**config.mk**
```make
export PLATFORM = sky130hd
export DESIGN_NAME = emt_queue
export DESIGN_NICKNAME = d
export VERILOG_FILES = /design/src/rtl/emt_pkg.sv /design/src/rtl/emt_queue.sv
export SDC_FILE = /design/constraint.sdc
export NUM_CORES = 1
export LEC_CHECK = 0
export BUFFER_PORTS_ARGS = -buffer_cell sky130_fd_sc_hd__buf_2
export CAP_MARGIN = 20
export CORE_MARGIN = 2
export CORE_UTILIZATION = 25
export CTS_CLUSTER_DIAMETER = 40
export CTS_CLUSTER_SIZE = 16
export DETAILED_ROUTE_END_ITERATION = 12
export HOLD_SLACK_MARGIN = 0.12
export PLACE_DENSITY = 0.42
export REMOVE_ABC_BUFFERS = 1
export SYNTH_ARGS = -nofsm -noshare
export SYNTH_HDL_FRONTEND = slang
export SYNTH_SLANG_ARGS = --single-unit
```
**constraint.sdc**
```tcl
create_clock -name clk -period 7 [get_ports clk]
set_input_delay 1.05 -clock clk [delete_from_list [all_inputs] [get_ports clk]]
set_output_delay 1.05 -clock clk [all_outputs]
set_load 0.005 [all_outputs]
```
**src/rtl/emt_pkg.sv**
```systemverilog
// emt_pkg: shared types and constants of the extent map translator
// holds config, queue item, status and state encodings
// no dependencies
package emt_pkg;

  localparam int POS_W       = 48;
  localparam int LEN_W       = 32;
  localparam int BS_W        = 17;
  localparam int SZ_W        = LEN_W + BS_W;
  localparam int QUEUE_DEPTH = 2;

  typedef enum logic {
    CMD_WRITE     = 1'b0,
    CMD_TRANSLATE = 1'b1
  } cmd_t;

  typedef enum logic [1:0] {
    ST_OK       = 2'd0,
    ST_PAST_END = 2'd1,
    ST_NEGATIVE = 2'd2
  } result_code_t;

  typedef enum logic [1:0] {
    CFG_MAP_MODE  = 2'd0,
    CFG_BLK_BYTES = 2'd1,
    CFG_PART_BASE = 2'd2,
    CFG_RUN_COUNT = 2'd3
  } cfg_index_t;

  typedef enum logic [1:0] {
    KIND_WRITE     = 2'd0,
    KIND_NEGATIVE  = 2'd1,
    KIND_TRANSLATE = 2'd2
  } kind_t;

  typedef enum logic [1:0] {
    BK_IDLE = 2'd0,
    BK_WALK = 2'd1,
    BK_FIN1 = 2'd2,
    BK_FIN2 = 2'd3
  } back_state_t;

  typedef struct packed {
    logic              map_mode;
    logic [BS_W-1:0]   blk_bytes;
    logic [POS_W-1:0]  partition_base;
    logic [4:0]        run_count;
  } cfg_t;

  typedef struct packed {
    kind_t             kind;
    logic [3:0]        slot;
    logic [LEN_W-1:0]  run_start;
    logic [LEN_W-1:0]  run_length;
    logic [POS_W-2:0]  position;
    logic [LEN_W-1:0]  request_length;
  } item_t;

endpackage

```
**src/rtl/emt_queue.sv**
```systemverilog
// emt_queue: short fifo between front and back of the extent map translator
// holds classified transactions so each side can stall on its own
// depends on emt_pkg
module emt_queue (
  input  logic           clk,
  input  logic           rst,
  input  logic           push_valid,
  input  emt_pkg::item_t push_item,
  output logic           full,
  input  logic           pop,
  output logic           pop_valid,
  output emt_pkg::item_t pop_item
);

  localparam int PW = (emt_pkg::QUEUE_DEPTH > 1) ? $clog2(emt_pkg::QUEUE_DEPTH) : 1;
  localparam int CW = $clog2(emt_pkg::QUEUE_DEPTH + 1);

  emt_pkg::item_t slots [emt_pkg::QUEUE_DEPTH];
  logic [PW-1:0]  wr_ptr;
  logic [PW-1:0]  rd_ptr;
  logic [CW-1:0]  count;
  logic           push_ok;
  logic           pop_ok;

  assign full      = (count == CW'(emt_pkg::QUEUE_DEPTH));
  assign pop_valid = (count != '0);
  assign pop_item  = slots[rd_ptr];
  assign push_ok   = push_valid && !full;
  assign pop_ok    = pop && pop_valid;

  always_ff @(posedge clk) begin
    if (rst) begin
      wr_ptr <= '0;
      rd_ptr <= '0;
      count  <= '0;
    end else begin
      if (push_ok) begin
        wr_ptr <= (wr_ptr == PW'(emt_pkg::QUEUE_DEPTH - 1)) ? '0 : wr_ptr + 1'b1;
      end
      if (pop_ok) begin
        rd_ptr <= (rd_ptr == PW'(emt_pkg::QUEUE_DEPTH - 1)) ? '0 : rd_ptr + 1'b1;
      end
      if (push_ok && !pop_ok) begin
        count <= count + 1'b1;
      end else if (pop_ok && !push_ok) begin
        count <= count - 1'b1;
      end
    end
  end

  always_ff @(posedge clk) begin
    if (push_ok) begin
      slots[wr_ptr] <= push_item;
    end
  end

endmodule

```
Yosys cells after proc, flatten, opt, wreduce, memory -nomap -nowiden

Memories as Yosys holds them, arrays and structs flattened. A register that Yosys moved wholly into a read port is not among the register bits.
Cells that the tools add are included.
W data, S select, Z words.

Register bits after elaboration: 4
Memory bits (writable): 298
Bits of input ports: 153
Output and inout bits: 151
Memories kept: 1

Add/sub/neg operators: 4
Equality and inequality tests: 1
Mux-type cells: 8
Reductions and logical operators: 9

Memories:

| memory | words | bits a word | read ports | clocked after Yosys merged registers in | write ports | line            | text |
|---|---|---|---|---|---|---|---|
| slots  | 2     | 149         | 1          | 1                                       | 1           | emt_queue.sv:18 | `emt_pkg::item_t slots [emt_pkg::QUEUE_DEPTH];` |

Operator list:

| cell                  | count |
|---|---|
| $mux W1               | 6 |
| $logic_and A1 B1 Y1   | 4 |
| $mux W2               | 2 |
| $reduce_bool A2 Y1    | 2 |
| $logic_not A1 Y1      | 3 |
| $add A1 B1 Y1 const B | 2 |
| $add A2 B1 Y2 const B | 1 |
| $eq A2 B2 Y1 const B  | 1 |
| $sub A2 B1 Y2 const B | 1 |

Logic depth before layout (Yosys ltp)

Word-level depth: 7
Mapped depth: 6

Worst setup path before layout

No wires, ideal clock.

Path kind: input port to flip-flop
From: in push_valid
To: mem slots[1][0] (netlist bit) (enable)
Arrival time: 4.650 ns
Data required time: 6.473 ns
Slack: 1.823 ns
Stages on the path: 3
Path buffers: 0
Cell sequence: inv_1 -> nor2_1 -> and2_1

Longest elaborated chain between the ends: 3

Ends and longest elaborated chain:

| item                          | line            | text |
|---|---|---|
| start: declaration            | emt_queue.sv:7  | `input logic push_valid,` |
| $logic_and A1 B1 Y1           | emt_queue.sv:28 | `assign push_ok = push_valid && !full;` |
| $mux W1                       | emt_queue.sv:52 | `if (push_ok) begin` |
| $mux W1 (not written as such) | emt_queue.sv:53 | `slots[wr_ptr] <= push_item;` |
| end: declaration              | emt_queue.sv:18 |  |

No other way between the ends.

==> summary.md <==
| Metric | Value |
|---|---|
| Status | completed |
| Largest area contributor in the netlist | edfxtp_1 |
| Count leader, synth | edfxtp_1 |
| Area growth from synthesis to layout | 36.2% |
| Synth warn | 0 |
| Seq/Total Area, Yosys | 79.4% |
| Die width | 218 µm |
| Reg2reg end | slots[1][18] |
| Placeable Area | 0.0452 mm² |
| I/O pin total | 304 |
| CTS buffer count | 56 |
| Slew Limit Fails | 0 |
| Worst clock skew | 0.0185 ns |
| DRT Pass-1 Iters | 4 |
| Synthesized area | 0.0114 mm² |
| Worst Hold Path Cells | 2 |
| Net Sw Frac | 24.9% |
| Worst-Margin Slew | 0.918 ns |
| Largest net degree at the start of global routing | 93 |
| R2R Setup Slk | 4.45 ns |
| Sequential share of power | 37.6% |
| Clock period minus worst slack | 3.79 ns |
| Worst reg2reg path depth | 4 |
| Routed len/inst | 17.0 µm |
| Launching point of the worst reg2reg path | count[0] |
| Async SR Flop Fraction | 0% |
| TritonCTS clock tree | done |
| Htree depth | 2 |
| Drt total wl | 25.3 mm |
| Starting DRT DRC Count | 191 |
| Int Pwr | 0.00478 W |
| Leakage | 5.94 nW |
| Worst setup EP type | output pin |
| Final Non-Filler Cells | 1484 |
| Post-synthesis cell type count | 16 |
| Congestion Overflow GR | 0 |
| Syn_area_per_cell | 23.3 µm² |
| Fmax | 264 MHz |
| GPL Wtd Cong | 0.691 |
| Clock power share | 43.3% |
| Slowest CP cell | dfxtp_4 |
| Port Buffer Count | 303 |
| Hold Crit Class | reg -> reg |
| Gr usage total | 10.4% |
| Power per Cell Area | 410 mW/mm² |
| Worst slack, placed | 3.70 ns |
| Psw | 0.00158 W |
| Worst Path Buf+Inv | 2 |
| Starting Density | 25.2% |
| Worst-Skew Late Latency | 0.58 ns |
| Crit Path Category | reg -> out |
| Detailed placement HPWL | 15.8 mm |
| # clock sinks | 303 |
| Post-synth top cells | 298 x edfxtp_1, 101 x mux2_4, 48 x mux2_2, 14 x buf_6, 5 x dfxtp_1 |
| Layout cell share with drive strength beyond 1 | 62.9% |
| Worst vdd ir | 288 µV |
| Post_cts resized | 0 |
| Crit path required time | 5.95 ns |
| Clock-pin slew on the worst setup and hold paths | 0.05 ns |
| Die area | 0.0473 mm² |
| Critical path arrival | 2.74 ns |
| Top cell type's share of synthesized area | 78.5% |
| Final Hold Fails | 0 |
| Setup repair bufs after CTS | 0 |
| CP startpoint kind | register |
| RSZ-0062 raised after global routing | no |
| Vias in the first global route | 6036 |
| Max_slew headroom | 38.8% |
| Vias per cell | 3.89 |
| Setup WS post-layout | 3.21 ns |
| Die span in y | 218 µm |
| Global-route wire length before repair | 36.7 mm |
| Prevailing post-synth register cell | edfxtp_1 |
| Placed Cells | 1380 |
| Initial antenna violation count | 4 |
| Setup TNS | 0 ns |
| Synth area leaders | edfxtp_1 79%, mux2_4 13%, mux2_2 4.7% |
| Vias | 5767 |
| Post-synth EDFFs | 298 |
| Part of the cycle the worst path needs | 54.1% |
| Final Util | 34.3% |
| CP peak stage delay | 0.91 ns |
| MaxCap Viol Count | 0 |
| Flops & latches, synth | 303 |
| Synth Instances | 489 |
| CP max FO | 46 |
| Hold Path Origin | rd_ptr |
| DRC Markers | 0 |
| Fill count | 4374 |
| Nets | 992 |
| Num rows | 78 |
| Post-DRT Antenna Nets | 0 |
| CTS max path bufs | 3 |
| Setup violators final | 0 |
| Cell-by-cell trace of the critical path | buf_4 -> mux2_2 -> buf_2 |
| Cell family with most CP delay | flip-flops |
| Combinational Power Share | 19.1% |
| Hold buffers post-CTS | 0 |
| Clock root buffer | clkbuf_16 |
[placed cells by master, fill, tap and decap left out, types with 5 or more instances in the layout]
| cell type | instances |
|---|---|
| mux2_2 | 48 |
| buf_2 | 303 |
| clkbuf_1 | 6 |
| clkinv_4 | 7 |
| clkinvlp_4 | 8 |
| inv_6 | 8 |
| clkinv_2 | 5 |
| clkbuf_16 | 57 |
| bufinv_16 | 9 |
| edfxtp_1 | 298 |
| mux2_4 | 101 |
[metal layers]
layer  vias up  share of wire (%)  global-route usage, %
met2       201                 46                   16.0
met5         -               0.18                      0
met4         6                3.0                   4.95
li1       2676                  -                      -
met1      2824                 42                   12.6
met3        60                8.7                   4.32
[per-stage QoR]
step | total power, W | hold slack [ns] | cell area (µm²)
floorplan | 0.00332 | 0.452 | 11200
global placement | 0.00368 | 0.473 | 13600
detailed placement | 0.00369 | 0.496 | 13600
CTS | 0.00649 | 0.505 | 15500
global route | 0.00665 | 0.547 | 15500
finish | 0.00636 | 0.504 | 15500
[cells by family after synthesis]
| group | synth area share, % |
|---|---|
| flops | 79.4 |
| xor+xnor | 0.231 |
| compound gates | 0.220 |
| fa+ha+maj | 0.110 |
| buf+inv | 1.58 |
| simple gates | 0.406 |
| mux | 18.1 |
[registers in the layout, indices dropped and copies added (netlist names), named ones only]
register,cells
rd_ptr,1
slots,298
wr_ptr,1
count,2
[power by group through the flow]
stage	clock (W)	sequential [W]	combinational, W
floorplan	0	0.00251	0.000813
global placement	0	0.00243	0.00126
detailed placement	0	0.00243	0.00126
CTS	0.00283	0.00240	0.00126
global route	0.00290	0.00242	0.00132
finish	0.00275	0.00239	0.00121
[final cells by class]
class | instances | area, µm² | share of cell area [%]
Clock inverter | 39 | 489 | 3.15
Inverter | 2 | 12.5 | 0.0806
Timing Repair Buffer | 308 | 1580 | 10.2
Clock buffer | 64 | 1460 | 9.43
Antenna cell | 1 | 2.50 | 0.0161
Tap cell | 600 | 751 | 4.84
Sequential cell | 303 | 9050 | 58.3
Multi-Input combinational cell | 167 | 2170 | 14.0
[tightest hold or removal path: cells and delay by family (launching register included)]
| family | cells | cell delay, ns |
|---|---|---|
| DFF | 1 | 0.32 |
| and+or+nand+nor | 1 | 0.08 |
| xor gates and xnor gates | 1 | 0.08 |
[how the worst max path moves through the flow]
| stage | endpoint | cells after the start |
|---|---|---|
| 5_1_grt | pop_item[134] | 3 |
| 3_3_place_gp | pop_item[117] | 3 |
| 3_5_place_dp | pop_item[13] | 3 |
| 4_1_cts | pop_item[10] | 3 |
| 6_report | pop_item[10] | 3 |
| 2_1_floorplan | pop_item[0] | 1 |
Power figures use the tool's default switching activity.
