==> config.mk <==
export PLATFORM = sky130hd
export DESIGN_NAME = emt_front
export DESIGN_NICKNAME = d
export VERILOG_FILES = /design/src/rtl/emt_pkg.sv /design/src/rtl/emt_front.sv
export SDC_FILE = /design/constraint.sdc
export NUM_CORES = 1
export LEC_CHECK = 0
export BUFFER_PORTS_ARGS = -buffer_cell sky130_fd_sc_hd__buf_2
export CORE_AREA = 3 3 115 117
export CTS_CLUSTER_SIZE = 16
export DETAILED_ROUTE_END_ITERATION = 7
export DIE_AREA = 0 0 118 120
export HOLD_SLACK_MARGIN = 0.15
export PLACE_DENSITY_LB_ADDON = 0.15
export SLEW_MARGIN = 15
export SYNTH_ARGS = -nofsm -noshare
export SYNTH_HDL_FRONTEND = slang
export SYNTH_SLANG_ARGS = --single-unit
export TNS_END_PERCENT = 1
==> constraint.sdc <==
create_clock -name clk -period 10.7 [get_ports clk]
set_input_delay 0.535 -clock clk [delete_from_list [all_inputs] [get_ports clk]]
set_output_delay 0.535 -clock clk [all_outputs]
set_load 0.005 [all_outputs]
==> src/rtl/emt_pkg.sv <==
// emt_pkg: shared types and constants of the extent map translator
// holds config, queue item, status and state encodings
// no dependencies
package emt_pkg;

  localparam int POS_W       = 48;
  localparam int LEN_W       = 32;
  localparam int BS_W        = 17;
  localparam int SZ_W        = LEN_W + BS_W;
  localparam int QUEUE_DEPTH = 2;

  typedef enum logic {
    CMD_WRITE     = 1'b0,
    CMD_TRANSLATE = 1'b1
  } cmd_t;

  typedef enum logic [1:0] {
    ST_OK       = 2'd0,
    ST_PAST_END = 2'd1,
    ST_NEGATIVE = 2'd2
  } result_code_t;

  typedef enum logic [1:0] {
    CFG_MAP_MODE  = 2'd0,
    CFG_BLK_BYTES = 2'd1,
    CFG_PART_BASE = 2'd2,
    CFG_RUN_COUNT = 2'd3
  } cfg_index_t;

  typedef enum logic [1:0] {
    KIND_WRITE     = 2'd0,
    KIND_NEGATIVE  = 2'd1,
    KIND_TRANSLATE = 2'd2
  } kind_t;

  typedef enum logic [1:0] {
    BK_IDLE = 2'd0,
    BK_WALK = 2'd1,
    BK_FIN1 = 2'd2,
    BK_FIN2 = 2'd3
  } back_state_t;

  typedef struct packed {
    logic              map_mode;
    logic [BS_W-1:0]   blk_bytes;
    logic [POS_W-1:0]  partition_base;
    logic [4:0]        run_count;
  } cfg_t;

  typedef struct packed {
    kind_t             kind;
    logic [3:0]        slot;
    logic [LEN_W-1:0]  run_start;
    logic [LEN_W-1:0]  run_length;
    logic [POS_W-2:0]  position;
    logic [LEN_W-1:0]  request_length;
  } item_t;

endpackage

==> src/rtl/emt_front.sv <==
// emt_front: input stage of the extent map translator
// registers one transaction and classifies it as write, negative or translate
// depends on emt_pkg
module emt_front (
  input  logic                          clk,
  input  logic                          rst,
  input  logic                          in_valid,
  output logic                          in_stall,
  input  logic                          cmd,
  input  logic [3:0]                    run_slot,
  input  logic [emt_pkg::LEN_W-1:0]     run_start,
  input  logic [emt_pkg::LEN_W-1:0]     run_length,
  input  logic signed [emt_pkg::POS_W-1:0] byte_position,
  input  logic [emt_pkg::LEN_W-1:0]     request_length,
  output logic                          push_valid,
  output emt_pkg::item_t                push_item,
  input  logic                          queue_full
);

  logic           valid;
  emt_pkg::item_t item;
  emt_pkg::kind_t kind;
  logic           accept;

  assign in_stall   = valid && queue_full;
  assign accept     = in_valid && !in_stall;
  assign push_valid = valid;
  assign push_item  = item;

  always_comb begin
    if (cmd == emt_pkg::CMD_WRITE) begin
      kind = emt_pkg::KIND_WRITE;
    end else if (byte_position[emt_pkg::POS_W-1]) begin
      kind = emt_pkg::KIND_NEGATIVE;
    end else begin
      kind = emt_pkg::KIND_TRANSLATE;
    end
  end

  always_ff @(posedge clk) begin
    if (rst) begin
      valid <= 1'b0;
    end else if (accept) begin
      valid <= 1'b1;
    end else if (!queue_full) begin
      valid <= 1'b0;
    end
  end

  always_ff @(posedge clk) begin
    if (accept) begin
      item.kind           <= kind;
      item.slot           <= run_slot;
      item.run_start      <= run_start;
      item.run_length     <= run_length;
      item.position       <= byte_position[emt_pkg::POS_W-2:0];
      item.request_length <= request_length;
    end
  end

endmodule

* Yosys cells after proc, flatten, opt, wreduce, memory -nomap -nowiden
Cells that the tools add are included.
W data, S select, Z words.
** Word-level totals
- Register bits after elaboration :: 150
- Output and inout bits :: 151
- Logic and storage cells :: 14
** Cells by class
- Equality and inequality tests :: 1
- Multiplexer cells :: 3
- Reduce and logical (&&, ||, !) cells :: 3
** Operators by type and width (number)
- $logic_and A1 B1 Y1 :: 2
- $mux W1 :: 2
- $mux W2 :: 1
- $ne A2 B1 Y1 const B :: 1
- $logic_not A1 Y1 :: 1

* Longest topological paths before layout
Gate-level depths: netlist of run 1.
- Depth after elaboration :: 4
- Mapped depth :: 2
- Depth with buffers taken out :: 2

* Worst setup path before layout of run 1
Ideal clock, no wire load.
- Kind :: input to register
- From :: input port queue_full
- To :: register item, in the netlist push_item[0], enable pin
- Arrival time :: 4.472 ns
- Path slack :: 5.688 ns
- Stages :: 2
- Path through :: and2_4 nor2b_2
** Between the ends
- Cells in the longest elaborated chain, start to end :: 3
** Ends and longest elaborated chain
- start, declared :: line emt_front.sv:17 : input logic queue_full
- $logic_and A1 B1 Y1 :: line emt_front.sv:25 : assign in_stall = valid && queue_full;
- $logic_not A1 Y1 :: line emt_front.sv:26 : assign accept = in_valid && !in_stall;
- $logic_and A1 B1 Y1 :: line emt_front.sv:26
- net accept :: line emt_front.sv:23 : logic accept;
- end, declared :: line emt_front.sv:21 : emt_pkg::item_t item;
The timed path passes the listed nets, and every way through them passes these cells.
A chain may end at the register's enable or synchronous reset.

* Worst setup path after layout of run 1
- From :: register valid, in the netlist push_valid
- To :: register item, in the netlist push_item[7], enable pin
** Between the ends
- Cells in the longest elaborated chain, start to end :: 3
** Ends and longest elaborated chain
- start, declared :: line emt_front.sv:20 : logic valid;
- start signal, assigned :: line emt_front.sv:42 : valid <= 1'b0;
- start signal, assigned :: line emt_front.sv:44 : valid <= 1'b1;
- start signal, assigned :: line emt_front.sv:46 : valid <= 1'b0;
- $logic_and A1 B1 Y1 :: line emt_front.sv:25
- $logic_not A1 Y1 :: line emt_front.sv:26
- $logic_and A1 B1 Y1 :: line emt_front.sv:26
- net accept :: line emt_front.sv:23
The timed path passes the listed nets, and every way through them passes these cells.

==> metrics.md, run 1 <==
| Metric | Value |
|---|---|
| Hold Buf Count CTS | 0 |
| Post-route ant nets | 0 |
| Maxcap violations | 0 |
| DP HPWL | a little over 8000 um |
| Final Critical Period | 2.10 ns |
| Final hold vios | 0 |
| Routed WL | 10800 um |
| Cell area after synthesis | roughly 0.0045 mm2 |
| Root buf cell | clkbuf_16 |
| Postcts setup bufs | 0 |
| Status | complete, no violations |
| Initial Utilization | 0.364 |
| CP Capture Type | flip-flop |
| Worst-path cell chain | and2_4, nor2b_4, buf_4 |
| Boundary Pins | roughly 300 |
| Worst rel slew slack | 0.353 |
| Post-Synthesis Cells | 156 |
| Worst Path Required | 10.73 ns |
| Drt first pass iters | 4 |
| Syn Area/Cell | slightly below 30 um2 |
| LEAKAGE | 0.00300 uW |
| Peak VDD IR | just over 0.1 mV |
| Fin nets | around 630 |
| Gr usage total | 0.148 |
| Diodes inserted | 0 |
| Final weighted congestion in routability-driven placement | between 0.7 and 0.8 |
| # setup viols final | 0 |
| Internal | 1190 uW |
| CORE AREA | 0.0125 mm2 |
| Sequential-to-total area share from yosys stat | 0.991 |
| Avg WL per Cell | 16.2 um |
| Yosys warns | 0 |
| Port bufs | 303 |
| Die Wd | 118 um |
| Cts repair resizes | 0 |
| First-pass GRT wire length | 15400 um |
| Initial antenna violation count | 0 |
| TNS Setup | 0 ns |
| Die ar. | 0.0142 mm2 |
| Register area | 0.00449 mm2 |
| Largest net degree at the start of global routing | 80 |
| Slowest-stage cell, CP | buf_4 |
| Worst-path clk slew | roughly 0.050 ns |
| Peak per-stage delay on the critical path | 0.84 ns |
| CP max FO | 79 |
| Tightest Pin Transition | between 0.9 and 1 ns |
| Final Skew | 0.00313 ns |
| H-tree levels | 4 |
| Vias in the first global route | around 2800 |
| Pwr dens | 208 mW/mm2 |
| Max Freq | around 480 MHz |
| Fillcell total | between 1000 and 1500 |
| Num rows | 41 |
| Sw frac | 0.179 |
| Flip-flop and latch count after synthesis | 150 |
| Hold Crit Class | in2reg |
| Tcrit/Tclk final | 0.196 |
| CTS buffer count | 17 |
| Synthesis-to-finish area growth | 53.3% |
| Max Root-Sink Buffers | 2 |
| GR Overflow Total | 0 |
| Vias per cell | 4.16 |
| # clock sinks | 150 |
| Layout cells sized above 1 | 0.677 |
| Clk_lat worst skew | around 0.4 ns |
| Sw Pwr | 258 uW |
| CTS tree | built |
| CP arrival | 2.12 ns |
| Crit Path Category | reg2reg |
| Reg power frac | 0.482 |
| DRC | 0 |
| Clock network fraction of design power | 0.462 |
| DR iter-0 viols | 189 |
| Synthesized net count | 309 |
| Die Y | 120 um |
| Post-synth cell types | 8 |
| Multi-input logic area | 43.8 um2 |
| Max-slew violation count | 0 |
| Final Total Pwr | about 1400 uW |
| Routed via count | 2761 |
| Unrepaired setup endpoints after global routing | false |
| Startpoint Class | flip-flop |
| Comb power frac | 0.056 |
## registers in the layout (all words and copies together), names as in the netlist
register and count:
push_item 149, push_valid 1
## worst max-delay path, delay by kind of cell (launching register included)
family,cells,cell delay [ns]
DFF,1,0.31
and+or+nand+nor,2,0.53
buffers and inverters,1,0.84
## final timing paths
check                           depth (start not counted)                    start                       to  slack (ns)
worst min-delay path                                    2                      rst  push_valid$_SDFFE_PP0P_        0.29
worst max-delay path                                    3  push_valid$_SDFFE_PP0P_   push_item[7]$_DFFE_PP_        8.60
worst max register to register                          3  push_valid$_SDFFE_PP0P_   push_item[7]$_DFFE_PP_        8.60
worst min register to register                          2  push_valid$_SDFFE_PP0P_  push_valid$_SDFFE_PP0P_        0.52
## power by group through the flow
stage | sequential (uW) | combinational (uW) | clock, uW
CTS | 696 | 83.3 | 681
floorplan | 717 | 11.0 | 0
global route | 699 | 88.9 | 708
finish | 696 | 81.0 | 667
detailed placement | 708 | 83.2 | 0
global placement | 707 | 82.1 | 0
## metrics by stage
stage | hold WS (ns) | instances | setup WS (ns) | util | area (um2)
after floorplan | 0.497 | 156 | 5.69 | - | 4530
final | 0.292 | 664 | 8.60 | 0.557 | 6950
after CTS | 0.267 | 664 | 8.58 | 0.557 | 6950
after global placement | 0.486 | 633 | 8.29 | 0.504 | 6280
after detailed placement | 0.513 | 633 | 8.23 | 0.504 | 6280
after global routing | 0.272 | 664 | 8.44 | 0.557 | 6950
## logic make-up (layout without fill, tap and decap cells)
kind of cell	after synthesis	in the layout	synth area share
AOI/OAI and AO/OA	1	1	0.00110
buffers and inverters	0	336	0
DFF	150	150	0.991
and+or+nand+nor	5	5	0.00745
## synth_stat cells
library cell / n / area share
and2_1: 1 / 0.0014
a21oi_1: 1 / 0.0011
and2_4: 1 / 0.0019
nor2_1: 1 / 0.00083
nor2b_1: 1 / 0.0014
nor2b_2: 1 / 0.0019
dfxtp_1: 1 / 0.0044
edfxtp_1: 149 / 0.99
## final cells by class
cell class	instances	area share
flip-flops and latches	150	0.647
clock inverters	12	0.0333
clock buffers	19	0.0623
multi-input cells	6	0.00630
well taps	172	0.0310
repair buffers	305	0.220
## placed cells by master (no fill, tap or decap), drive strengths merged
cell type,n
clkinv,5
edfxtp,149
bufinv,7
nor2,1
a21oi,1
clkbuf,19
and2,2
buf,305
dfxtp,1
nor2b,2
## routing by layer
layer	track usage	vias up	wire length, um
met4	0.0725	0	290
met5	0	-	0
met1	0.150	1283	3690
met2	0.253	175	5570
li1	-	1279	-
met3	0.0778	24	1210
Power figures use the tool's default switching activity.
==> run 2: changes to the inputs <==
--- a/config.mk
+++ b/config.mk
@@ -6,10 +6,10 @@
 export NUM_CORES = 1
 export LEC_CHECK = 0
 export BUFFER_PORTS_ARGS = -buffer_cell sky130_fd_sc_hd__buf_2
-export CORE_AREA = 3 3 115 117
+export CORE_AREA = 3 3 116 118
 export CTS_CLUSTER_SIZE = 16
 export DETAILED_ROUTE_END_ITERATION = 7
-export DIE_AREA = 0 0 118 120
+export DIE_AREA = 0 0 119 121
 export HOLD_SLACK_MARGIN = 0.15
 export PLACE_DENSITY_LB_ADDON = 0.15
 export SLEW_MARGIN = 15
==> constraint.sdc (replaced) <==
create_clock -name clk -period 2.1 [get_ports clk]
set_input_delay 0.105 -clock clk [delete_from_list [all_inputs] [get_ports clk]]
set_output_delay 0.105 -clock clk [all_outputs]
set_load 0.005 [all_outputs]
==> run 2 against run 1 <==
  * The flow now stops in 4_1_cts
  * Synthesized area unchanged
  * Synthesized cell count unchanged
==> metrics.md, run 2 <==
| Metric | Value |
|---|---|
| Post-synth EDFFs | 149 (unchanged) |
| Cts repair resizes | 0 (unchanged) |
| Final weighted congestion in routability-driven placement | 0.716 (+0.70%) |
| Placed insts | 633 (unchanged) |
| Yosys warns | 0 (unchanged) |
| H-tree levels | 4 (unchanged) |
| Sequential-to-total area share from yosys stat | 0.991 (unchanged) |
| Yosys top cell by area | edfxtp_1 |
| Area contributors post-synth | edfxtp_1, dfxtp_1, and2_4 |
| Initial Utilization | 0.361 (-0.00297) |
| # clock sinks | 150 (unchanged) |
| Cell area after synthesis | 0.00453 mm2 (unchanged) |
| CTS buffer count | 17 (unchanged) |
| Last stage | 4_1_cts |
| Root buf cell | clkbuf_16 |
| Status | did not finish |
| Syn Area/Cell | 29.1 um2 (unchanged) |
| Port bufs | 303 (unchanged) |
| Die Wd | 119 um (+0.85%) |
| Die Y | 121 um (+0.83%) |
| Top_reg_cell synth | edfxtp_1 |
| Max Root-Sink Buffers | 2 (unchanged) |
| Flip-flop and latch count after synthesis | 150 (unchanged) |
| Dominant cell by count in the synthesized netlist | edfxtp_1 |
| Placed standard-cell area | 0.00631 mm2 (+0.40%) |
| Post-Synthesis Cells | 156 (unchanged) |
| Ys async rst share | 0 (unchanged) |
| Boundary Pins | 304 (unchanged) |
| Post-synth cell types | 8 (unchanged) |
| Postcts setup bufs | 0 (unchanged) |
| First Err | [ERROR RSZ-0060] Max buffer count reached. |
| Num rows | 41 (unchanged) |
| Top-area cell type share of the netlist area | 0.987 (unchanged) |
| Hold Buf Count CTS | 134 (+134) |
| Synthesized net count | 309 (unchanged) |
-- run 2: kinds of logic after synthesis --
group | after synthesis | synth area share
flops | 150 | 0.991
compound gates | 1 | 0.00110
simple gates | 5 | 0.00745
-- run 2: stage by stage --
step,worst slack (ns),setup TNS [ns]
global placement,0.747,0
detailed placement,0.724,0
floorplan,-0.992,-147.85
==> run 3: changes to the inputs <==
--- a/config.mk
+++ b/config.mk
@@ -6,11 +6,9 @@
 export NUM_CORES = 1
 export LEC_CHECK = 0
 export BUFFER_PORTS_ARGS = -buffer_cell sky130_fd_sc_hd__buf_2
-export CORE_AREA = 3 3 116 118
-export CTS_CLUSTER_SIZE = 16
+export CORE_AREA = 3 3 117 119
 export DETAILED_ROUTE_END_ITERATION = 7
-export DIE_AREA = 0 0 119 121
-export HOLD_SLACK_MARGIN = 0.15
+export DIE_AREA = 0 0 120 122
 export PLACE_DENSITY_LB_ADDON = 0.15
 export SLEW_MARGIN = 15
 export SYNTH_ARGS = -nofsm -noshare
==> run 3 against run 2 <==
  * The flow again stops in 4_1_cts
  * Synthesized area did not move
  * Synthesized cell count unchanged
==> metrics.md, run 3 <==
| Metric | Value |
|---|---|
| Post-synth cell types | 8 (unchanged) |
| Cell area after synthesis | 0.00453 mm2 (unchanged) |
| Port bufs | 303 (unchanged) |
| Placed insts | 634 (+0.16%) |
| Yosys warns | 0 (unchanged) |
| CTS buffer count | 17 (unchanged) |
| Status | did not finish |
| Die Wd | 120 um (+0.84%) |
| Post-synth EDFFs | 149 (unchanged) |
| Last stage | 4_1_cts |
| Root buf cell | clkbuf_16 |
| Post-Synthesis Cells | 156 (unchanged) |
| Cts repair resizes | 0 (unchanged) |
| Top-area cell type share of the netlist area | 0.987 (unchanged) |
| H-tree levels | 4 (unchanged) |
| First Err | [ERROR RSZ-0060] Max buffer count reached. |
| # clock sinks | 150 (unchanged) |
| Flip-flop and latch count after synthesis | 150 (unchanged) |
| Top_reg_cell synth | edfxtp_1 |
| Die Y | 122 um (+0.83%) |
| Synthesized net count | 309 (unchanged) |
| Hold Buf Count CTS | 134 (unchanged) |
| Ys async rst share | 0 (unchanged) |
| Num rows | 41 (unchanged) |
| Sequential-to-total area share from yosys stat | 0.991 (unchanged) |
| DP HPWL | approximately 8500 um |
| Area contributors post-synth | edfxtp_1, dfxtp_1, and2_4 |
| Final weighted congestion in routability-driven placement | 0.740 (+3.2%) |
| Initial Utilization | 0.358 (-0.00292) |
| Max Root-Sink Buffers | 2 (unchanged) |
| Syn Area/Cell | 29.1 um2 (unchanged) |
| Yosys top cell by area | edfxtp_1 |
| Postcts setup bufs | 0 (unchanged) |
| Dominant cell by count in the synthesized netlist | edfxtp_1 |
| Dpl ws | 0.586 ns (-0.137 ns) |
| Boundary Pins | 304 (unchanged) |
run 3: cell families after synthesis:
kind of cell | count (synthesis) | synth area share
and+or+nand+nor | 5 | 0.00745
AOI/OAI and AO/OA | 1 | 0.00110
DFF | 150 | 0.991
run 3: stage by stage:
step | cell area, um2 | hold slack, ns
detailed placement | 6320 | 0.271
floorplan | 4540 | 0.177
global placement | 6320 | 0.271
