**config.mk**
```make
export PLATFORM = sky130hd
export DESIGN_NAME = emt_back
export DESIGN_NICKNAME = d
export VERILOG_FILES = /design/src/rtl/emt_pkg.sv /design/src/rtl/emt_back.sv
export SDC_FILE = /design/constraint.sdc
export NUM_CORES = 2
export LEC_CHECK = 0
export BUFFER_PORTS_ARGS = -buffer_cell sky130_fd_sc_hd__buf_2
export CAP_MARGIN = 20
export CORE_UTILIZATION = 45
export DETAILED_ROUTE_END_ITERATION = 10
export GPL_ROUTABILITY_DRIVEN = 1
export PLACE_DENSITY = 0.64
export SLEW_MARGIN = 20
export SYNTH_ARGS = -nofsm -noshare
export SYNTH_HDL_FRONTEND = slang
export SYNTH_SLANG_ARGS = --single-unit
```
**constraint.sdc**
```tcl
create_clock -name clk -period 29.5 [get_ports clk]
set_input_delay 2.95 -clock clk [delete_from_list [all_inputs] [get_ports clk]]
set_output_delay 2.95 -clock clk [all_outputs]
set_load 0.02 [all_outputs]
```
**src/rtl/emt_pkg.sv**
```systemverilog
// emt_pkg: shared types and constants of the extent map translator
// holds config, queue item, status and state encodings
// no dependencies
package emt_pkg;

  localparam int POS_W       = 48;
  localparam int LEN_W       = 32;
  localparam int BS_W        = 17;
  localparam int SZ_W        = LEN_W + BS_W;
  localparam int QUEUE_DEPTH = 2;

  typedef enum logic {
    CMD_WRITE     = 1'b0,
    CMD_TRANSLATE = 1'b1
  } cmd_t;

  typedef enum logic [1:0] {
    ST_OK       = 2'd0,
    ST_PAST_END = 2'd1,
    ST_NEGATIVE = 2'd2
  } result_code_t;

  typedef enum logic [1:0] {
    CFG_MAP_MODE  = 2'd0,
    CFG_BLK_BYTES = 2'd1,
    CFG_PART_BASE = 2'd2,
    CFG_RUN_COUNT = 2'd3
  } cfg_index_t;

  typedef enum logic [1:0] {
    KIND_WRITE     = 2'd0,
    KIND_NEGATIVE  = 2'd1,
    KIND_TRANSLATE = 2'd2
  } kind_t;

  typedef enum logic [1:0] {
    BK_IDLE = 2'd0,
    BK_WALK = 2'd1,
    BK_FIN1 = 2'd2,
    BK_FIN2 = 2'd3
  } back_state_t;

  typedef struct packed {
    logic              map_mode;
    logic [BS_W-1:0]   blk_bytes;
    logic [POS_W-1:0]  partition_base;
    logic [4:0]        run_count;
  } cfg_t;

  typedef struct packed {
    kind_t             kind;
    logic [3:0]        slot;
    logic [LEN_W-1:0]  run_start;
    logic [LEN_W-1:0]  run_length;
    logic [POS_W-2:0]  position;
    logic [LEN_W-1:0]  request_length;
  } item_t;

endpackage

```
**src/rtl/emt_back.sv**
```systemverilog
// emt_back: execution side of the extent map translator
// owns the run memory, walks runs one per cycle and drives the result register
// depends on emt_pkg
module emt_back #(
  parameter int MAX_RUNS = 16
) (
  input  logic                      clk,
  input  logic                      rst,
  input  emt_pkg::cfg_t             cfg,
  input  logic                      q_valid,
  input  emt_pkg::item_t            q_item,
  output logic                      q_pop,
  output logic                      out_valid,
  input  logic                      out_stall,
  output logic [1:0]                status,
  output logic [emt_pkg::POS_W-1:0] phys_position,
  output logic [emt_pkg::LEN_W-1:0] grant_length,
  output logic [3:0]                run_hit,
  output logic [emt_pkg::POS_W-1:0] total_size
);

  localparam int IDX_W = (MAX_RUNS > 1) ? $clog2(MAX_RUNS) : 1;
  localparam int CNT_W = $clog2(MAX_RUNS + 1);
  localparam int RC_W  = (CNT_W > 5) ? CNT_W : 5;
  localparam int ACC_W = emt_pkg::SZ_W + CNT_W;
  localparam int POS_W = emt_pkg::POS_W;
  localparam int LEN_W = emt_pkg::LEN_W;
  localparam int SZ_W  = emt_pkg::SZ_W;

  emt_pkg::back_state_t state, state_next;

  logic [2*LEN_W-1:0] run_mem [MAX_RUNS];
  logic [2*LEN_W-1:0] rd_data;
  logic [IDX_W-1:0]   rd_addr;
  logic [IDX_W-1:0]   rd_idx;
  logic               rd_v;

  logic [CNT_W-1:0]   n_runs;
  logic [CNT_W-1:0]   iss_cnt;
  logic               issue_done;
  logic               issue;

  logic [SZ_W-1:0]    len_bytes;
  logic [SZ_W-1:0]    org_bytes;
  logic [SZ_W-1:0]    mul_sz;
  logic [SZ_W-1:0]    mul_org;
  logic [IDX_W-1:0]   mul_idx;
  logic               mul_v;

  logic [ACC_W-1:0]   acc;
  logic [ACC_W-1:0]   acc_sum;
  logic               found;
  logic [IDX_W-1:0]   hit_idx;
  logic [POS_W-2:0]   hit_off;
  logic [SZ_W-1:0]    hit_sz;
  logic [SZ_W-1:0]    hit_org;

  logic [POS_W-2:0]   pos;
  logic [LEN_W-1:0]   req;
  logic [POS_W-2:0]   run_off;
  logic [POS_W-1:0]   total_sat;
  logic [SZ_W-1:0]    left;

  logic               out_free;
  logic               simple_done;
  logic               slot_ok;

  // run count saturates at the table depth
  always_comb begin
    if (RC_W'(cfg.run_count) > RC_W'(MAX_RUNS)) begin
      n_runs = CNT_W'(MAX_RUNS);
    end else begin
      n_runs = CNT_W'(cfg.run_count);
    end
  end

  assign out_free    = !out_valid || !out_stall;
  assign issue_done  = (iss_cnt == n_runs);
  assign issue       = (state == emt_pkg::BK_WALK) && !issue_done;
  assign rd_addr     = iss_cnt[IDX_W-1:0];
  assign simple_done = q_pop && (q_item.kind != emt_pkg::KIND_TRANSLATE);
  assign slot_ok     = (int'(q_item.slot) < MAX_RUNS);

  always_ff @(posedge clk) begin
    if (rst) begin
      state <= emt_pkg::BK_IDLE;
    end else begin
      state <= state_next;
    end
  end

  always_comb begin
    state_next = state;
    q_pop      = 1'b0;
    case (state)
      emt_pkg::BK_IDLE: begin
        if (q_valid && out_free) begin
          q_pop = 1'b1;
          if (q_item.kind == emt_pkg::KIND_TRANSLATE) begin
            state_next = emt_pkg::BK_WALK;
          end
        end
      end
      emt_pkg::BK_WALK: begin
        if (issue_done && !rd_v && !mul_v) begin
          state_next = emt_pkg::BK_FIN1;
        end
      end
      emt_pkg::BK_FIN1: state_next = emt_pkg::BK_FIN2;
      emt_pkg::BK_FIN2: state_next = emt_pkg::BK_IDLE;
      default:          state_next = emt_pkg::BK_IDLE;
    endcase
  end

  // run memory
  always_ff @(posedge clk) begin
    if (q_pop && (q_item.kind == emt_pkg::KIND_WRITE) && slot_ok) begin
      run_mem[IDX_W'(q_item.slot)] <= {q_item.run_length, q_item.run_start};
    end
    rd_data <= run_mem[rd_addr];
  end

  // walk pipeline: read, scale, accumulate
  always_comb begin
    if (cfg.map_mode) begin
      len_bytes = SZ_W'(rd_data[2*LEN_W-1:LEN_W]);
      org_bytes = SZ_W'(rd_data[LEN_W-1:0]);
    end else begin
      len_bytes = SZ_W'(rd_data[2*LEN_W-1:LEN_W]) * SZ_W'(cfg.blk_bytes);
      org_bytes = SZ_W'(rd_data[LEN_W-1:0]) * SZ_W'(cfg.blk_bytes);
    end
  end

  assign acc_sum = acc + ACC_W'(mul_sz);

  always_ff @(posedge clk) begin
    if (rst) begin
      rd_v    <= 1'b0;
      mul_v   <= 1'b0;
      iss_cnt <= '0;
      found   <= 1'b0;
    end else begin
      rd_v  <= issue;
      mul_v <= rd_v;
      if (q_pop) begin
        iss_cnt <= '0;
        found   <= 1'b0;
      end else begin
        if (issue) begin
          iss_cnt <= iss_cnt + 1'b1;
        end
        if (mul_v && !found && (acc_sum > ACC_W'(pos))) begin
          found <= 1'b1;
        end
      end
    end
  end

  always_ff @(posedge clk) begin
    rd_idx  <= rd_addr;
    mul_idx <= rd_idx;
    mul_sz  <= len_bytes;
    mul_org <= org_bytes;
    if (q_pop) begin
      acc <= '0;
      pos <= q_item.position;
      req <= q_item.request_length;
    end else if (mul_v) begin
      acc <= acc_sum;
      if (!found && (acc_sum > ACC_W'(pos))) begin
        hit_idx <= mul_idx;
        hit_off <= acc[POS_W-2:0];
        hit_sz  <= mul_sz;
        hit_org <= mul_org;
      end
    end
    if (state == emt_pkg::BK_FIN1) begin
      run_off <= pos - hit_off;
      if (acc > ACC_W'({POS_W{1'b1}})) begin
        total_sat <= {POS_W{1'b1}};
      end else begin
        total_sat <= acc[POS_W-1:0];
      end
    end
  end

  assign left = hit_sz - SZ_W'(run_off);

  // result register
  always_ff @(posedge clk) begin
    if (rst) begin
      out_valid <= 1'b0;
    end else if (simple_done || (state == emt_pkg::BK_FIN2)) begin
      out_valid <= 1'b1;
    end else if (!out_stall) begin
      out_valid <= 1'b0;
    end
  end

  always_ff @(posedge clk) begin
    if (simple_done) begin
      status        <= (q_item.kind == emt_pkg::KIND_NEGATIVE) ? emt_pkg::ST_NEGATIVE
                                                               : emt_pkg::ST_OK;
      phys_position <= '0;
      grant_length  <= '0;
      run_hit       <= '0;
      total_size    <= '0;
    end else if (state == emt_pkg::BK_FIN2) begin
      total_size <= total_sat;
      if (found) begin
        status        <= emt_pkg::ST_OK;
        phys_position <= cfg.partition_base + hit_org[POS_W-1:0] + POS_W'(run_off);
        grant_length  <= (SZ_W'(req) < left) ? req : left[LEN_W-1:0];
        run_hit       <= 4'(hit_idx);
      end else begin
        status        <= emt_pkg::ST_PAST_END;
        phys_position <= '0;
        grant_length  <= '0;
        run_hit       <= '0;
      end
    end
  end

endmodule

```
## After elaboration in Yosys (flattened, before gate mapping)

Memory sizes are Yosys's and may differ from the RTL's. A register that Yosys moved wholly into a read port is not among the register bits.
Cells that the tools add are included.

- Output and inout port bits: 136
- Register bits after elaboration: 626
- Memories kept: 1
- RAM bits: 1024
- Input bits: 224

- Bitwise operators: 1
- Equality and inequality tests: 11
- Reductions and logical operators: 23
- Order comparisons: 4
- Mux-type cells: 21
- Multiply operators: 2
- $add $sub $neg: 6

Memories:

| memory | depth | bits a word | rd ports | clocked after Yosys merged registers in | wr ports | line | text |
|---|---|---|---|---|---|---|---|
| run_mem | 16 | 64 | 1 | 1 | 1 | emt_back.sv:32 | `logic [2*LEN_W-1:0] run_mem [MAX_RUNS];` |

Operators with widths:

| cell | number |
|---|---|
| $mux W32 | 4 |
| $add A54 B49 Y54 | 1 |
| $gt A54 B47 Y1 | 1 |
| $gt A54 B48 Y1 const B | 1 |
| $lt A32 B49 Y1 | 1 |
| $mul A32 B17 Y49 | 1 |
| $sub A49 B47 Y49 | 1 |
| $add A48 B47 Y48 | 1 |
| $add A48 B48 Y48 | 1 |
| $mul A32 B17 Y48 | 1 |
| $mux W48 | 1 |
| $sub A47 B47 Y47 | 1 |
| $mux W2 | 6 |
| $logic_and A1 B1 Y1 | 9 |
| $pmux W2 S4 | 1 |
| $mux W1 | 7 |
| $eq A2 B2 Y1 const B | 3 |
| $logic_not A1 Y1 | 6 |
| $ne A2 B2 Y1 const B | 3 |
| $reduce_and A3 Y1 | 2 |
| $add A5 B1 Y5 const B | 1 |
| $eq A5 B5 Y1 | 1 |
| $gt A5 B5 Y1 const B | 1 |
| $mux W5 | 1 |
| 8 further kinds | 12 |

## Logic depth before layout (Yosys ltp)

- Depth after elaboration: 8
- Mapped depth: 29
- Depth with buffers taken out: 26

## Least setup slack after synthesis

Ideal clock, no wire load.

- Path type: register -> register
- Start: register acc[0]
- End: register hit_idx[0], enable pin
- Path slack: 13.767 ns
- Data arrival time: 14.865 ns
- Clock period less this slack: 15.733 ns
- Cell stages (with the launch flop): 22
- Cell sequence: dfxtp_1 > ha_1 > fa_1 > a211oi_1 > nor2_1 > o21ai_1 > o21ai_0 > nand3_1 > o31ai_2 > a31oi_1 > o21ai_1 > a41oi_1 > xnor2_1 > ha_1 > nand4_1 > or4_1 > o221ai_1 > nand2_1 > a31oi_1 > a211oi_1 > a41oi_1 > nor3b_1

- Cells in the longest elaborated chain, start to end: 4

Ends and longest elaborated chain:

| item | line | text |
|---|---|---|
| from (decl) | emt_back.sv:50 | `logic [ACC_W-1:0] acc;` |
| from (signal assigned) | emt_back.sv:169 | `acc <= acc_sum;` |
| $add A54 B49 Y54 | emt_back.sv:134 | `assign acc_sum = acc + ACC_W'(mul_sz);` |
| via acc_sum[34] | emt_back.sv:51 | `logic [ACC_W-1:0] acc_sum;` |
| $gt A54 B47 Y1 | emt_back.sv:170 | `if (!found && (acc_sum > ACC_W'(pos))) begin` |
| $logic_and A1 B1 Y1 | emt_back.sv:170 |  |
| $reduce_and A3 Y1 (no line) | n/a |  |
| to (signal assigned) | emt_back.sv:171 | `hit_idx <= mul_idx;` |
| to (decl) | emt_back.sv:53 | `logic [IDX_W-1:0] hit_idx;` |

The timed path passes the listed nets, and every way through them passes these cells.
A chain may end at the register's enable or synchronous reset.

## Final worst setup path

- Start: input cfg[56] in the netlist's numbering
- End: register mul_sz[43]

- Cells in the longest elaborated chain, start to end: 1

Ends and longest elaborated chain:

| item | line | text |
|---|---|---|
| from (decl) | emt_back.sv:9 | `input emt_pkg::cfg_t cfg,` |
| $mul A32 B17 Y49 | emt_back.sv:129 | `len_bytes = SZ_W'(rd_data[2*LEN_W-1:LEN_W]) * SZ_W'(cfg.blk_bytes);` |
| to (signal assigned) | emt_back.sv:162 | `mul_sz <= len_bytes;` |
| to (decl) | emt_back.sv:45 | `logic [SZ_W-1:0] mul_sz;` |

Every way passes these cells.

==> impl_results.md <==
* Status: finished clean
* Unrepaired setup endpoints after global routing: no
* Vias per Instance at 5.59
* Post_cts resized at 0
* Final hold vios at 0
* Min-delay src: rd_idx[2]$_DFF_P_
* Yosys warnings at 0
* Syn_area_per_cell at 12.3 µm²
* Hold-critical path depth at 0
* DR iter-0 viols at 6430
* Commonest non-fill, non-tap cell in the layout: edfxtp_1
* Die area at 0.240 mm²
* Die W at 490 µm
* Mapped Nets at 10439
* PnR worst setup slack at 19.53 ns
* P&R area growth vs syn at 10.0%
* Worst-margin pin slew at 1.20 ns
* Clock transition at the registers of the reported paths at 0.07 ns
* Worst reg2reg path endpoint: mul_sz[43]$_SDFF_PP0_
* Initial antenna violation count at 37
* Global-route wire length before repair at 444000 µm
* Clock buffer count from CTS at 170
* R2R depth at 22
* Clk root buf: clkbuf_16
* Post-synth EDFFs at 1348
* Worst Hold End: mul_idx[2]$_DFF_P_
* Post-synthesis async set-or-reset flop share at 0%
* Gate count of the mapped netlist at 8754
* Share of layout cells above drive strength 1 at 12.7%
* Period minus WS final at 9.97 ns
* Port Buf Inserts at 359
* Synth Cell Area at 0.107 mm²
* Synth top area share at 37.7%
* H-tree depth at 4
* Max_cap viols at 0
* Cell accounting for the most synthesized area: edfxtp_1
* Sequential area share after synthesis at 44.6%
* Starting Density at 45.4%
* Final period utilization at 33.8%
* Site Rows at 178
* TritonCTS clock tree: built
* Post-route DRC at 0
* Global route overflow at 0
* Clock Path Buffers at 3
* Total number of vias at 68589
* Routability Congestion at 0.955
* Worst setup path class: input pin to register
* Ranking of synthesized cells by area: edfxtp_1, fa_1, dfxtp_1, mux4_2, ha_1
* Total track usage at 24.4%
* CP max FO at 42
* Setup Buffers After CTS at 0
* Final clock skew at 0.0476 ns
* Post-synthesis cell type count at 86
* Place WS at 18.74 ns
* R2R Path Start: rd_data[42]$_DFF_P_
* # nets final at 10655
* HPWL after detailed placement at 204000 µm
* Vias in the first global route at 71240
* Worst reg-to-reg setup slack at 21.80 ns
* Min-delay worst type: register to register
* Most used DFF post-synth: edfxtp_1
* Startpoint class of the critical path: input pin
* Setup TNS at 0 ns
* Largest net degree at the start of global routing at 100
* #FFs+latches synth at 1714
* Routed WL at 294000 µm
* Slew headroom at 19.8%
* Core Box Area at 0.236 mm²
* Clk Latency, worst-skew pair at 0.86 ns
* Die span in y at 490 µm
* Max-slew violations at 0
* Worst Setup End Kind: register
* Setup violations, final at 0
* Detail Route Antenna Nets at 0
* Num ports at 360
* Required @ worst endpoint at 30.19 ns
* Routed len/inst at 23.9 µm
* Cts hold-fix bufs at 0
* Most frequent cells in the layout: edfxtp_1, inv_1, nand2_1, fa_1, ha_1
* 1st-pass router iterations at 8
* TritonCTS Sinks at 1714
* Fmax at 0.100 GHz
* Worst path arrival time at 10.66 ns
[final cells by class]
class	instances	area, µm²
clock inverter	76	920
antenna	12	30.0
timing repair buffer	457	2570
sequential	1714	47800
clock buffer	235	4670
multi-input combinational	5306	53100
fill	20472	118000
inverter	1321	4960
tap	3150	3940
[critical path, cell delays in order]
cell and delay, ns:
buf_2 0.45, buf_4 0.66, nand2_1 0.16, fa_1 0.52, fa_1 0.48, fa_1 0.55
inv_1 0.06, fa_1 0.49, fa_1 0.49, inv_1 0.05, fa_1 0.48, inv_1 0.04
ha_1 0.39, nand4_1 0.23, nor4_1 0.47, o2111ai_1 0.22, a311oi_1 0.50, o21ai_0 0.22
a21boi_0 0.49, o21a_1 0.17, nor2_1 0.05, o21ai_0 0.24, nand2_1 0.08, nor3b_1 0.15
[stage by stage]
| stage | instances | area (µm²) | util (%) | hold WS [ns] |
|---|---|---|---|---|
| finish | 12271 | 118000 | 50.0 | 0.328 |
| global route | 12259 | 118000 | 50.0 | 0.327 |
| CTS | 12259 | 118000 | 50.0 | 0.318 |
| detailed placement | 11948 | 112000 | 47.6 | 0.318 |
| global placement | 11947 | 112000 | 47.6 | 0.311 |
| floorplan | 8754 | 107000 | - | 0.310 |
[cells in the mapped netlist (all sizes together), types with 107 or more instances]
master	count
o21ai	266
ha	513
xor2	107
dfxtp	366
fa	948
inv	1320
nor2	257
a21o	193
edfxtp	1348
xnor2	152
mux4	320
nand2	955
clkbuf	371
a21oi	298
and2	425
[registers in the layout (all words and copies together), names as in the netlist, 48 cells and up]
register       cells
total_sat         48
total_size        48
hit_org           48
phys_position     48
run_mem         1024
hit_sz            49
mul_org           48
mul_sz            49
acc               54
rd_data           64
[per-layer routing]
metal,track usage (%),share of wire [%]
met1,34.2,43
met2,38.3,46
met3,4.97,8.3
met4,7.33,3.0
met5,0,0.094
[how the worst max path moves through the flow]
stage	endpoint	cells after the start	from	slack, ns
global placement	mul_org[47]$_SDFF_PP0_	25	cfg[56]	18.81
CTS	mul_sz[45]$_SDFF_PP0_	24	cfg[56]	19.65
floorplan	hit_idx[0]$_DFFE_PP_	21	acc[0]$_SDFFE_PP0P_	13.77
finish	mul_sz[43]$_SDFF_PP0_	24	cfg[56]	19.53
global route	mul_org[47]$_SDFF_PP0_	25	cfg[56]	19.03
detailed placement	mul_sz[45]$_SDFF_PP0_	24	cfg[56]	18.74
[cell families (layout without fill, tap and decap cells)]
| group | Yosys count | after routing | share of synthesized area (%) |
|---|---|---|---|
| xor+xnor | 259 | 259 | 2.11 |
| buf+inv | 1734 | 2089 | 6.10 |
| other cells | 0 | 12 | 0 |
| fa+ha+maj | 1461 | 1461 | 23.7 |
| mux | 413 | 413 | 7.60 |
| compound gates | 1125 | 1125 | 6.83 |
| flops | 1714 | 1714 | 44.6 |
| simple gates | 2048 | 2048 | 9.11 |
Power is not shown: default switching activity piles up to over one toggle a cycle in this logic, so the estimate is an artifact.
